==> src/hdl/ptc_pkg.sv <==
// Types, constants and helper functions of the perceptron unit.
`default_nettype none

package ptc_pkg;

   localparam int NUM_FEATURES  = 4;
   localparam int FEATURE_SLOTS = 4;
   localparam int NUM_WEIGHTS   = NUM_FEATURES + 1;

   localparam int ACTION_W  = 2;
   localparam int FEATURE_W = 8;
   localparam int INDEX_W   = 3;
   localparam int WEIGHT_W  = 32;
   localparam int SCORE_W   = 48;
   localparam int RATE_W    = 16;
   localparam int PRODUCT_W = WEIGHT_W + FEATURE_W;
   localparam int STEP_W    = RATE_W + 2;
   localparam int DELTA_W   = STEP_W + FEATURE_W;

   localparam logic [ACTION_W-1:0] ACTION_CLASSIFY = 2'd0;
   localparam logic [ACTION_W-1:0] ACTION_TRAIN    = 2'd1;
   localparam logic [ACTION_W-1:0] ACTION_WRITE    = 2'd2;

   localparam logic [RATE_W-1:0] LEARNING_RATE_RESET = 16'd655;

   typedef logic signed [WEIGHT_W-1:0] weight_type;

   typedef struct packed {
      logic [ACTION_W-1:0]                       action;
      logic [FEATURE_SLOTS-1:0][FEATURE_W-1:0]   feature;
      logic                                      label_positive;
      logic [INDEX_W-1:0]                        weight_index;
      logic [WEIGHT_W-1:0]                       weight_value;
   } ptc_req_type;

   typedef struct packed {
      logic                      class_positive;
      logic                      mistake;
      logic signed [SCORE_W-1:0] score;
   } ptc_rsp_type;

   typedef struct packed {
      logic [NUM_WEIGHTS-1:0]               load;
      logic [NUM_WEIGHTS-1:0][WEIGHT_W-1:0] value;
   } ptc_weight_upd_type;

   // Clamp a one-bit-wider sum back into the signed weight range.
   function automatic weight_type sat_weight(input logic signed [WEIGHT_W:0] sum);
      weight_type result;
      if (sum[WEIGHT_W] != sum[WEIGHT_W-1]) begin
         result = sum[WEIGHT_W] ? {1'b1, {(WEIGHT_W-1){1'b0}}} : {1'b0, {(WEIGHT_W-1){1'b1}}};
      end else begin
         result = sum[WEIGHT_W-1:0];
      end
      return result;
   endfunction

endpackage

`default_nettype wire

==> src/hdl/ptc_weight_bank.sv <==
// Bias and feature weight registers, cleared to zero at reset.
`default_nettype none

module ptc_weight_bank (
   input  logic                         clock,
   input  logic                         reset,
   input  logic                         commit,
   input  ptc_pkg::ptc_weight_upd_type  upd,
   output ptc_pkg::weight_type          weights [ptc_pkg::NUM_WEIGHTS]
);

   ptc_pkg::weight_type weight_ff [ptc_pkg::NUM_WEIGHTS];
   ptc_pkg::weight_type weight_in [ptc_pkg::NUM_WEIGHTS];

   always_comb begin
      for (int j = 0; j < ptc_pkg::NUM_WEIGHTS; j++) begin
         weight_in[j] = (commit && upd.load[j]) ? $signed(upd.value[j]) : weight_ff[j];
      end
   end

   always_ff @(posedge clock) begin
      if (reset) begin
         for (int j = 0; j < ptc_pkg::NUM_WEIGHTS; j++) begin
            weight_ff[j] <= '0;
         end
      end else begin
         weight_ff <= weight_in;
      end
   end

   assign weights = weight_ff;

endmodule

`default_nettype wire

==> config.mk <==
export PLATFORM = sky130hd
export DESIGN_NAME = ptc_weight_bank
export DESIGN_NICKNAME = d
export VERILOG_FILES = /design/src/hdl/ptc_pkg.sv /design/src/hdl/ptc_weight_bank.sv
export SDC_FILE = /design/constraint.sdc
export NUM_CORES = 1
export LEC_CHECK = 0
export ABC_CLOCK_PERIOD_IN_PS = 1360
export BUFFER_PORTS_ARGS = -buffer_cell sky130_fd_sc_hd__buf_2
export CAP_MARGIN = 20
export CELL_PAD_IN_SITES_DETAIL_PLACEMENT = 1
export CELL_PAD_IN_SITES_GLOBAL_PLACEMENT = 2
export CORE_MARGIN = 2
export CORE_UTILIZATION = 28
export CTS_CLUSTER_SIZE = 16
export DETAILED_ROUTE_END_ITERATION = 8
export PLACE_DENSITY = 0.87
export RECOVER_POWER = 50
export SLEW_MARGIN = 20
export SYNTH_ARGS = -nofsm -noshare
export SYNTH_HDL_FRONTEND = slang
export SYNTH_SLANG_ARGS = --single-unit
==> constraint.sdc <==
create_clock -name clock -period 1.36 [get_ports clock]
set_input_delay 0.136 -clock clock [delete_from_list [all_inputs] [get_ports clock]]
set_output_delay 0.136 -clock clock [all_outputs]
set_load 0.005 [all_outputs]
# Yosys cells after proc, flatten, opt, wreduce, memory -nomap -nowiden

Index checks and enable logic that the tools add are counted.

Memories kept: 0
ROM bits: 0
Output and inout bits: 160
Register bits after elaboration: 160
Bits of input ports: 168
Bits in writable memories: 0
Latch bits: 0

Order comparisons: 0
Div/mod/pow operators: 0
Muxes and demuxes: 0
Multiply operators: 0
Shift operators: 0
Add/sub/neg operators: 0
Reductions and logical operators: 5
Equality and inequality tests: 0
Bitwise gates (word level): 0

Operator list:

| cell              | count |
|---|---|
| 1-bit logical AND | 5 |

# Longest topological paths before layout

Depth in word-level cells: 1
Mapped depth: 5

# Worst setup path before layout

OpenSTA, ideal clock, no wires.

Path type: in2reg
From: input reset
To: register weight_ff (netlist bit weights[100])
Data arrival time: 753 ps
Required time: 1,228 ps
Path buffers: 3
Setup slack: 475 ps
Cell stages on the path: 4
Cells stage by stage: buf_2 buf_2 clkbuf_1 a21oi_1

RTL lines:

| item                 | RTL line              | RTL |
|---|---|---|
| start, declared      | ptc_weight_bank.sv:6  | `input logic reset,` |
| end signal, assigned | ptc_weight_bank.sv:27 | `weight_ff <= weight_in;` |
| end, declared        | ptc_weight_bank.sv:12 | `ptc_pkg::weight_type weight_ff [ptc_pkg::NUM_WEIGHTS];` |

No word-level cell between the ends.

# Worst setup path after layout

From: register weight_ff (netlist bit weights[95])
To: output weights[95] in the netlist's numbering

RTL lines:

| item          | RTL line             | RTL |
|---|---|---|
| end, declared | ptc_weight_bank.sv:9 | `output ptc_pkg::weight_type weights [ptc_pkg::NUM_WEIGHTS]` |

No word-level cell between the ends.

==> reports/qor.yml <==
status: "completed"
start_util_pct: 28.5
async_flop_share_pct: 0
grt_overflow: 0
via_count: 7258
yosysUniqueCellTypes: 9
power.density_nw_per_um2: 1050
syn_to_final_growth_pct: 59.9
crit_chain: "buf_2"
synth_xor_area_share_pct: 0
crit_fanout: 2
port_buffers: 327
postLayoutCellArea_um2: 11000
drt_iter0_drc: 467
p_comb_share_pct: 15.9
synth_compound_area_share_pct: 34.8
synth_top_family_by_area: "compound AO/OA/AOI/OAI gates"
synth-main-ff-cell: "dfxtp_1"
ant_nets: 0
finalHoldViolations: 0
yosysSeqAreaShare_pct: 46.4
placed_cell_area_um2: 8870
via_per_inst: 4.79
netlist_instances: 729
cts_resized: 0
switchingPower_uw: 3060
leakage_uw: 0.00499
dr.pass1.iters: 4
finClkSkew_ns: 0
core_region_area_um2: 24200
fin_worst_hold_slack_ns: 0.0578
drv_cap: 0
grt_pass1_wl_um: 41300
die_area_um2: 25900
cts_buffers: 17
period_needed_ns: 1.10
p_sw_share_pct: 26.5
tritoncts: "built"
grt_max_degree: 79
synth_area_per_cell_um2: 9.48
routedWlPerCell_um: 17.2
post_synth_instance_area_um2: 6910
cpLargestDelayFamily: "flip-flops"
finalSetupTns_ns: 0
largest_reg_flops: 160
row_count: 57
clockPowerShare_pct: 40.7
nets: 1347
cts_hold_buf: 160
syn_nets: 897
worstPathArrival_ns: 0.96
critPathKind: "flip-flop to output port"
p_seq_share_pct: 43.3
synthAdderAreaFrac_pct: 0
fin_crit_sh_pct: 80.6
gp_congestion: 0.790
grt_use_total_pct: 19.6
ys_warn_count: 0
hold_path.class: "input pin to flip-flop"
grt_pass1_vias: 7799
drv_slew: 0
ios: 328
vdd_drop_max_mv: 0.817
yosys.area_share.simple_pct: 11.6
p_int_uw: 8510
yosysTopAreaCell: "dfxtp_1"
critPathMaxStageDelay_ns: 0.40
setup_viol: 0
cts-root-buf: "clkbuf_16"
critPathLaunchType: "flip-flop"
antenna_found_initial: 1
muxShareOfSynthArea_pct: 0
synthTopCellsByArea: "dfxtp_1 (46%), a21bo_1 (23%), a21oi_1 (12%)"
synth-edff-count: 0
dp_hpwl_um: 15600
utilization_pct: 45.5
cp_slowest_cell: "dfxtp_1"
routed_wl_um: 26100
clk_pin_slew_ns: 0.07
required_ns: 1.22
critPathCaptureType: "output port"
drc_errors: 0
synth_commonest_cells: "a21bo_1 (160), a21oi_1 (160), dfxtp_1 (160), nand3_1 (160), clkbuf_1 (38)"
tightest_slew_ns: 0.349
yosysTopAreaCellShare_pct: 46.4
die_w_um: 161
cts_max_path_buffers: 2
drive_gt1_share_pct: 32.8
htreeDepth: 4
relSlewSlack_pct: 76.7
cts_setup_buffers: 0
clock-sinks: 160
critPathBufInv: 1
clk-insertion-delay-late_ns: 0.41
fmaxAchievable_mhz: 912
ys_ff_latch: 160
die_y_um: 161
rsz0062_at_grt: "no"
p_total_uw: 11600
-- placed cells by master (no fill, tap or decap) --
cell	n
buf_12	13
nand3_1	160
inv_6	4
dlygate4sd3_1	160
clkinv_2	1
diode_2	1
bufinv_16	1
clkinv_4	5
buf_4	21
dfxtp_1	160
clkbuf_8	1
clkbuf_16	17
buf_2	325
clkinvlp_4	2
a21oi_1	160
a21bo_1	160
buf_8	1
-- area by class of cell --
type | instances | area [um2]
clock buffer | 18 | 439
tap | 324 | 405
fill | 2877 | 13200
multi-input combinational | 480 | 3200
timing repair buffer | 520 | 3660
clock inverter | 13 | 129
antenna | 1 | 2.50
sequential | 160 | 3200
-- path summary, 6_finish.rpt --
path	startpoint	endpoint	slack (ns)	depth (start not counted)
setup / recovery	weights[95]	weights[95]	0.26	1
setup reg to reg	weights[46]	weights[46]	0.51	2
hold / removal	commit	weights[133]	0.06	3
hold reg to reg	weights[43]	weights[43]	0.57	2
-- metal layers --
metal | share of wire (%) | global-route usage, % | vias to the layer above
met2 | 51 | 35.4 | 222
met4 | 3.0 | 7.71 | 0
met3 | 4.7 | 4.31 | 44
li1 | - | - | 3516
met1 | 42 | 22.4 | 3476
met5 | 0 | 0 | -
-- metrics by stage --
stage          setup WS, ns  cells
5_1_grt               0.210   1516
3_5_place_dp          0.286   1324
2_1_floorplan         0.475    729
4_1_cts               0.236   1515
6_report              0.264   1516
3_3_place_gp          0.345   1324
-- logic make-up after synthesis --
group,after synthesis
compound gates,320
simple gates,160
buf+inv,89
flops,160
-- power groups by stage --
| stage | sequential [uW] | combinational [uW] | clock (uW) |
|---|---|---|---|
| CTS | 5000 | 1810 | 4900 |
| global placement | 5100 | 1420 | 0 |
| floorplan | 5120 | 750 | 0 |
| global route | 5040 | 2000 | 5070 |
| detailed placement | 5110 | 1440 | 0 |
| finish | 5010 | 1840 | 4710 |
-- worst reg2reg max path: cells and delay by family (launching register included) --
family / cells / cell delay [ns]
DFF: 1 / 0.34
AOI/OAI and AO/OA: 2 / 0.41
(Power assumes the default switching activity.)
